### src/rtl/core/ppt_pkg.sv
`default_nettype none

package ppt_pkg;

   localparam int OP_BITS       = 2;
   localparam int DUR_BITS      = 32;
   localparam int CSR_ADDR_BITS = 1;

   typedef enum logic [OP_BITS-1:0] {
      OP_PLAY    = 2'd0,
      OP_PAUSE   = 2'd1,
      OP_RESUME  = 2'd2,
      OP_RESTART = 2'd3
   } op_type;

   typedef enum logic [1:0] {
      ST_IDLE,
      ST_EVAL,
      ST_DIV,
      ST_DONE
   } state_type;

   localparam logic [CSR_ADDR_BITS-1:0] CSR_DURATION = 1'b0;
   localparam logic [CSR_ADDR_BITS-1:0] CSR_PERIODIC = 1'b1;

   typedef struct packed {
      logic busy;
      logic done;
   } div_status_type;

endpackage

`default_nettype wire

### src/rtl/core/ppt_div.sv
`default_nettype none

module ppt_div
   import ppt_pkg::*;
#(
   parameter int W  = 32,
   parameter int QB = 16
) (
   input  wire logic          clock,
   input  wire logic          reset,
   input  wire logic          start,
   input  wire logic [W-1:0]  numerator,
   input  wire logic [W-1:0]  denominator,
   output logic [QB-1:0]      quotient,
   output div_status_type     status
);

   localparam int CNT_W = $clog2(QB + 1);

   logic [W-1:0]     rem_ff, rem_in;
   logic [W-1:0]     den_ff, den_in;
   logic [QB-1:0]    quo_ff, quo_in;
   logic [CNT_W-1:0] cnt_ff, cnt_in;
   logic             done_ff, done_in;

   logic [W:0] shifted;
   logic [W:0] den_x;
   logic [W:0] diff;
   logic       ge;

   // one restoring step per cycle
   always_comb begin
      shifted = {rem_ff, 1'b0};
      den_x   = {1'b0, den_ff};
      ge      = shifted >= den_x;
      diff    = shifted - den_x;
      rem_in  = rem_ff;
      den_in  = den_ff;
      quo_in  = quo_ff;
      cnt_in  = cnt_ff;
      done_in = 1'b0;
      if (start) begin
         rem_in = numerator;
         den_in = denominator;
         quo_in = '0;
         cnt_in = CNT_W'(QB);
      end else if (cnt_ff != '0) begin
         rem_in  = ge ? diff[W-1:0] : shifted[W-1:0];
         quo_in  = {quo_ff[QB-2:0], ge};
         cnt_in  = cnt_ff - CNT_W'(1);
         done_in = (cnt_ff == CNT_W'(1));
      end
   end

   always_ff @(posedge clock) begin
      if (reset) begin
         cnt_ff  <= '0;
         done_ff <= 1'b0;
      end else begin
         cnt_ff  <= cnt_in;
         done_ff <= done_in;
      end
      rem_ff <= rem_in;
      den_ff <= den_in;
      quo_ff <= quo_in;
   end

   assign quotient    = quo_ff;
   assign status.busy = (cnt_ff != '0);
   assign status.done = done_ff;

endmodule

`default_nettype wire

### src/rtl/core/pausable_phase_timer.sv
`default_nettype none
// Play: the request is registered, evaluated, divided and loaded into the output register;
//   the restoring divider gives one quotient bit a cycle. Requests are taken only when idle.
// Pause, resume, restart: registered and evaluated, no divide step. The next transaction
//   is taken while a finished result still waits in the output register.
// Synchronous active-high reset: duration 1, one-shot, timer active, not paused,
//   start time zero (not started).

module pausable_phase_timer
   import ppt_pkg::*;
#(
   parameter int TIME_BITS  = 32,
   parameter int PHASE_BITS = 16
) (
   input  wire logic                     clock,
   input  wire logic                     reset,
   input  wire logic                     req_tvalid,
   output logic                          req_tready,
   // operation, timestamp, zero pad
   input  wire logic [((OP_BITS+TIME_BITS+7)/8)*8-1:0] req_tdata,
   output logic                          rsp_tvalid,
   input  wire logic                     rsp_tready,
   // phase, phase_valid, is_active, is_paused, zero pad
   output logic [((PHASE_BITS+3+7)/8)*8-1:0] rsp_tdata,
   input  wire logic                     csr_wen,
   input  wire logic [CSR_ADDR_BITS-1:0] csr_addr,
   input  wire logic [DUR_BITS-1:0]      csr_wdata
);

   localparam int OUT_W = ((PHASE_BITS + 3 + 7) / 8) * 8;
   localparam int CW    = (TIME_BITS > DUR_BITS) ? TIME_BITS : DUR_BITS;

   state_type state_ff, state_in;

   op_type                op_ff;
   logic [TIME_BITS-1:0]  now_ff;
   logic [TIME_BITS-1:0]  start_ff;
   logic [TIME_BITS-1:0]  pause_ff;
   logic                  running_ff;
   logic                  halted_ff;
   logic [DUR_BITS-1:0]   duration_ff;
   logic                  periodic_ff;
   logic                  pvalid_ff;
   logic                  rsp_valid_ff;
   logic [OUT_W-1:0]      rsp_data_ff;

   logic [TIME_BITS-1:0]  start_eff;
   logic [TIME_BITS-1:0]  elapsed;
   logic                  at_end;
   logic                  play_ok;
   logic                  go;
   logic                  div_start;
   logic                  out_load;
   logic [CW-1:0]         div_num;
   logic [PHASE_BITS-1:0] quotient;
   logic [PHASE_BITS-1:0] phase;
   div_status_type        div_status;

   always_comb begin
      start_eff = (start_ff == '0) ? now_ff : start_ff;
      elapsed   = now_ff - start_eff;
      at_end    = CW'(elapsed) >= CW'(duration_ff);
      play_ok   = running_ff && !halted_ff;
      go        = (op_ff == OP_PLAY) && play_ok && (!at_end || periodic_ff);
      div_num   = at_end ? '0 : CW'(elapsed);
      phase     = (pvalid_ff && (duration_ff != '0)) ? quotient : '0;
   end

   ppt_div #(
      .W  (CW),
      .QB (PHASE_BITS)
   ) u_div (
      .clock       (clock),
      .reset       (reset),
      .start       (div_start),
      .numerator   (div_num),
      .denominator (CW'(duration_ff)),
      .quotient    (quotient),
      .status      (div_status)
   );

   always_comb begin
      state_in = state_ff;
      unique case (state_ff)
         ST_IDLE: if (req_tvalid) state_in = ST_EVAL;
         ST_EVAL: state_in = go ? ST_DIV : ST_DONE;
         ST_DIV:  if (div_status.done) state_in = ST_DONE;
         ST_DONE: if (!rsp_valid_ff || rsp_tready) state_in = ST_IDLE;
         default: state_in = ST_IDLE;
      endcase
   end

   always_comb begin
      req_tready = 1'b0;
      div_start  = 1'b0;
      out_load   = 1'b0;
      unique case (state_ff)
         ST_IDLE: req_tready = !reset;
         ST_EVAL: div_start  = go;
         ST_DIV:  ;
         ST_DONE: out_load   = !rsp_valid_ff || rsp_tready;
         default: ;
      endcase
   end

   always_ff @(posedge clock) begin
      if (reset) begin
         state_ff     <= ST_IDLE;
         start_ff     <= '0;
         pause_ff     <= '0;
         running_ff   <= 1'b1;
         halted_ff    <= 1'b0;
         duration_ff  <= DUR_BITS'(1);
         periodic_ff  <= 1'b0;
         pvalid_ff    <= 1'b0;
         rsp_valid_ff <= 1'b0;
      end else begin
         state_ff <= state_in;
         if (csr_wen) begin
            unique case (csr_addr)
               CSR_DURATION: duration_ff <= csr_wdata;
               CSR_PERIODIC: periodic_ff <= csr_wdata[0];
               default: ;
            endcase
         end
         if (state_ff == ST_EVAL) begin
            pvalid_ff <= go;
            unique case (op_ff)
               OP_PLAY: begin
                  if (play_ok) begin
                     start_ff <= (at_end && periodic_ff) ? now_ff : start_eff;
                     if (at_end && !periodic_ff) running_ff <= 1'b0;
                  end
               end
               OP_PAUSE: begin
                  if (!halted_ff) begin
                     halted_ff <= 1'b1;
                     pause_ff  <= now_ff;
                  end
               end
               OP_RESUME: begin
                  if (halted_ff) begin
                     if (start_ff != '0) start_ff <= start_ff + (now_ff - pause_ff);
                     halted_ff <= 1'b0;
                  end
               end
               OP_RESTART: begin
                  start_ff   <= '0;
                  pause_ff   <= '0;
                  running_ff <= 1'b1;
                  halted_ff  <= 1'b0;
               end
               default: ;
            endcase
         end
         if (out_load) rsp_valid_ff <= 1'b1;
         else if (rsp_tready) rsp_valid_ff <= 1'b0;
      end
      if (req_tvalid && req_tready) begin
         op_ff  <= op_type'(req_tdata[OP_BITS-1:0]);
         now_ff <= req_tdata[OP_BITS+TIME_BITS-1:OP_BITS];
      end
      if (out_load) begin
         rsp_data_ff <= OUT_W'({halted_ff, running_ff, pvalid_ff, phase});
      end
   end

   assign rsp_tvalid = rsp_valid_ff;
   assign rsp_tdata  = rsp_data_ff;

   a_ready_div_idle: assert property (@(posedge clock) disable iff (reset)
      req_tready |-> !div_status.busy)
      else $error("input ready while divider busy");

   a_done_in_div: assert property (@(posedge clock) disable iff (reset)
      div_status.done |-> (state_ff == ST_DIV))
      else $error("divider done outside divide state");

   a_div_exit: assert property (@(posedge clock) disable iff (reset)
      (state_ff == ST_DIV) |=> (state_ff == ST_DIV) || (state_ff == ST_DONE))
      else $error("bad exit from divide state");

   a_invalid_phase_zero: assert property (@(posedge clock) disable iff (reset)
      (rsp_tvalid && !rsp_tdata[PHASE_BITS]) |-> (rsp_tdata[PHASE_BITS-1:0] == '0))
      else $error("nonzero phase without phase_valid");

endmodule

`default_nettype wire
### config.mk
export PLATFORM = sky130hd
export DESIGN_NAME = pausable_phase_timer
export DESIGN_NICKNAME = d
export VERILOG_FILES = /design/src/rtl/core/ppt_pkg.sv /design/src/rtl/core/ppt_div.sv /design/src/rtl/core/pausable_phase_timer.sv
export SDC_FILE = /design/constraint.sdc
export NUM_CORES = 1
export LEC_CHECK = 0
export CORE_MARGIN = 2
export CORE_UTILIZATION = 57
export CTS_CLUSTER_DIAMETER = 60
export DETAILED_ROUTE_END_ITERATION = 8
export DONT_BUFFER_PORTS = 1
export PLACE_DENSITY = 0.8
export SYNTH_ARGS = -nofsm -noshare
export SYNTH_HDL_FRONTEND = slang
export SYNTH_SLANG_ARGS = --single-unit
### constraint.sdc
create_clock -name clock -period 15.8 [get_ports clock]
set_clock_uncertainty 0.1 [all_clocks]
set_input_delay 0.79 -clock clock [delete_from_list [all_inputs] [get_ports clock]]
set_output_delay 0.79 -clock clock [all_outputs]
set_load 0.05 [all_outputs]
==> results.md <==
* Initial antenna violation count at 0
* Final period util at 51.6%
* Synthesized area per cell at between 8 and 9 µm²
* Fin Setup TNS at 0 ns
* CP delay by family, top: compound AO/OA/AOI/OAI gates
* Post-synth EDFFs at 117
* Fin area at ~0.018 mm²
* P_leak at 7.49 nW
* Number of iterations in the first detailed-routing pass at 5
* Synth warn at 0
* Simple-gate area share of the yosys netlist at 14.1%
* Worst r2r src: start_ff[23]
* Place WS at 7.81 ns
* Synth Cell Area at 0.0166 mm²
* CP Launch Point: start_ff[23]
* Critical-path top delay cell: o21ai_1
* Core area at about 0.029 mm²
* Clk_lat worst skew at 0.58 ns
* Max Fanout on Critical Path at between 60 and 70
* Hold Crit Class: in -> reg
* Total GRT Usage at roughly 27%
* Critical path arrival at between 8 and 9 ns
* Unrepaired setup endpoints after global routing: false
* Max-cap violations at 0
* CP peak stage delay at 0.63 ns
* Pwr Density at 232 mW/mm²
* Final Max Slew Viols at 0
* I/O Pins at 104
* Die H at around 170 µm
* Setup slack after layout at 7.64 ns
* WS Path Type: reg -> reg
* Area of placed instances at 0.0169 mm²
* Largest family of logic cells by synthesized area: compound AO/OA/AOI/OAI gates
* Post-synth ARST share at 0%
* Max Buffers Root-to-Sink at 3
* Sink Count at ~240
* Multi-input gate area at 0.00944 mm²
* Nets at 2100
* Min cycle time layout at 8.16 ns
* Max Freq at 0.123 GHz
* Sequential share of the synthesized area at 36.3%
* CTS Root Cell: clkbuf_16
* Total number of vias at roughly 14000
* CP Launch Type: flop
* Largest net degree at the start of global routing at 111
* IO buf count at 0
* Most common cell after layout, fill and taps aside: a21oi_1
* DR WL/cell at about 18 µm
* Routed WL at 41100 µm
* # resized after CTS at 0
* Total power at between 0.004 and 0.005 W
* Worst-margin pin slew at 1.22 ns
* Synth unique cells at 85
* First-pass GRT wire length at between 60000 and 70000 µm
* Post-Synth Adder-Cell Area at 14.1%
* Crit end category: flop
* Xor/xnor share of the synthesized area at approximately 4.5%
* Top_reg_cell synth: dfxtp_1
* RePlAce Congestion at between 0.8 and 0.9
* Hold Path Origin: reset
* FF/Latch Area at 0.00602 mm²
* Crit-path most repeated cell: a31oi_1
* CTS clock-pin slew for the worst setup and hold paths at 0.06 ns
* Rel. slew slack at between 10% and 20%
* Vias per cell at 6.01
* Fill count at ~2400
* Initial DRC Count at 883
* H-tree depth at 1
* Gate Count Post-Synth at approximately 1900
* Final hold viol count at 0
* Worst Path Buf+Inv at 3
* Post-synthesis mux area share at 1.46%
* Die Wd at 175 µm
* Crit path required time at 16.02 ns
* Hold buffers post-CTS at 0
* Share of cells above drive strength 1 at about 5%
* Setup Viol. Count Final at 0
* Peak supply drop at about 0.15 mV
* Fin cells at 2260
* Die area at approximately 0.030 mm²
* Most frequent cells in the layout: 223 x a21oi_1, 218 x inv_1, 182 x nand2_1
* Inst Count DP at 2207
* Routed Antenna Nets at 0
* Grt ovf at 0
* Compound-Gate Fraction of Synth Area at about 22%
* Area grow syn2layout at 7.75%
* Total CTS buffers at 29
* DP HPWL at a little over 30000 µm
* Number of global-route vias before repair at around 13000
* DRC errors left at 0
* Outcome: complete, no violations
* #FFs+latches synth at 242
* Setup bufs post-CTS at 0
* Antenna diodes at 0
* TritonCTS clock tree: built
* Std-Cell Rows at 62
* Starting density of the core at 57.8%
## worst reg2reg max path: stages, from the launching register on
cell      delay (ns)
dfxtp_1         0.34
nor4_1          0.46
nand4_1         0.33
nor2_2          0.41
buf_4           0.36
a21oi_1         0.15
ha_1            0.40
a21o_1          0.22
a31o_2          0.23
a221oi_1        0.29
o31ai_1         0.15
a31oi_1         0.22
o21ai_2         0.14
a311o_1         0.37
a21o_1          0.21
a31oi_1         0.20
xnor2_1         0.18
ha_1            0.34
nand4_1         0.10
nor2_1          0.20
nand2_1         0.10
a31oi_1         0.39
nor2_1          0.16
o21ai_1         0.63
inv_2           0.37
buf_4           0.44
a31o_2          0.41
## cells by family (layout without fill, tap and decap cells)
logic type,Yosys count,count (layout)
AOI/OAI and AO/OA,568,568
xor gates and xnor gates,85,85
adders and majority gates,168,168
buffers and inverters,307,285
DFF,242,242
muxes,24,24
other,1,5
and+or+nand+nor,499,499
## metrics by stage
step           util, %  hold WS, ns
3_3_place_gp      58.7        0.334
5_1_grt           62.3        0.179
6_report          62.3        0.201
3_5_place_dp      58.7        0.347
4_1_cts           62.3        0.176
2_1_floorplan        -        0.327
## flip-flops by register name (all words and copies together) (netlist names), 2 cells and up
name            flops
duration_ff        32
now_ff             32
pause_ff           32
start_ff           32
u_div.den_ff       32
u_div.rem_ff       32
rsp_tdata          19
u_div.quotient     16
u_div.cnt_ff        5
op_ff               2
state_ff            2
## synthesized netlist by cell type (all sizes together) (32+ instances only)
library cell / number / area share [%]
xnor2: 54 / 2.9
nor3: 47 / 1.4
ha: 136 / 10
a21oi: 225 / 6.8
dfxtp: 125 / 15
a21o: 66 / 3.0
nor2: 107 / 2.4
nand2: 183 / 4.1
edfxtp: 117 / 21
a221oi: 36 / 1.9
fa: 32 / 3.9
inv: 219 / 5.0
o21ai: 66 / 2.0
clkbuf: 65 / 1.5
## power breakdown
part / switching (W) / leakage [nW] / internal, W
clock network: 0.000280 / 0.501 / 0.000414
logic: 0.00150 / 4.86 / 0.000985
registers: 0.000117 / 2.13 / 0.000855
total: 0.00189 / 7.49 / 0.00225
## worst paths after layout
kind | endpoint | slack [ns] | cells past startpoint
worst max register to register | u_div.rem_ff[20] | 7.64 | 26
worst max-delay path | u_div.rem_ff[20] | 7.64 | 26
worst min register to register | u_div.quotient[15] | 0.36 | 2
worst min-delay path | state_ff[0] | 0.20 | 1
## layout make-up
type                            instances  area share (%)
Clock inverter                         15           0.756
Multi-Input combinational cell       1349            52.8
Timing Repair Buffer                   13           0.546
Sequential cell                       242            33.7
Tap cell                              384            2.69
Inverter                              219            4.60
Clock buffer                           38            4.95
## per-layer routing
metal | up-vias | GRT usage [%] | part of all wire, %
li1 | 6642 | - | -
met1 | 6474 | 34.0 | 43
met2 | 374 | 46.7 | 48
met3 | 95 | 3.09 | 4.6
met4 | 0 | 10.7 | 4.2
met5 | - | 0 | 0
Power figures use the tool's default switching activity.
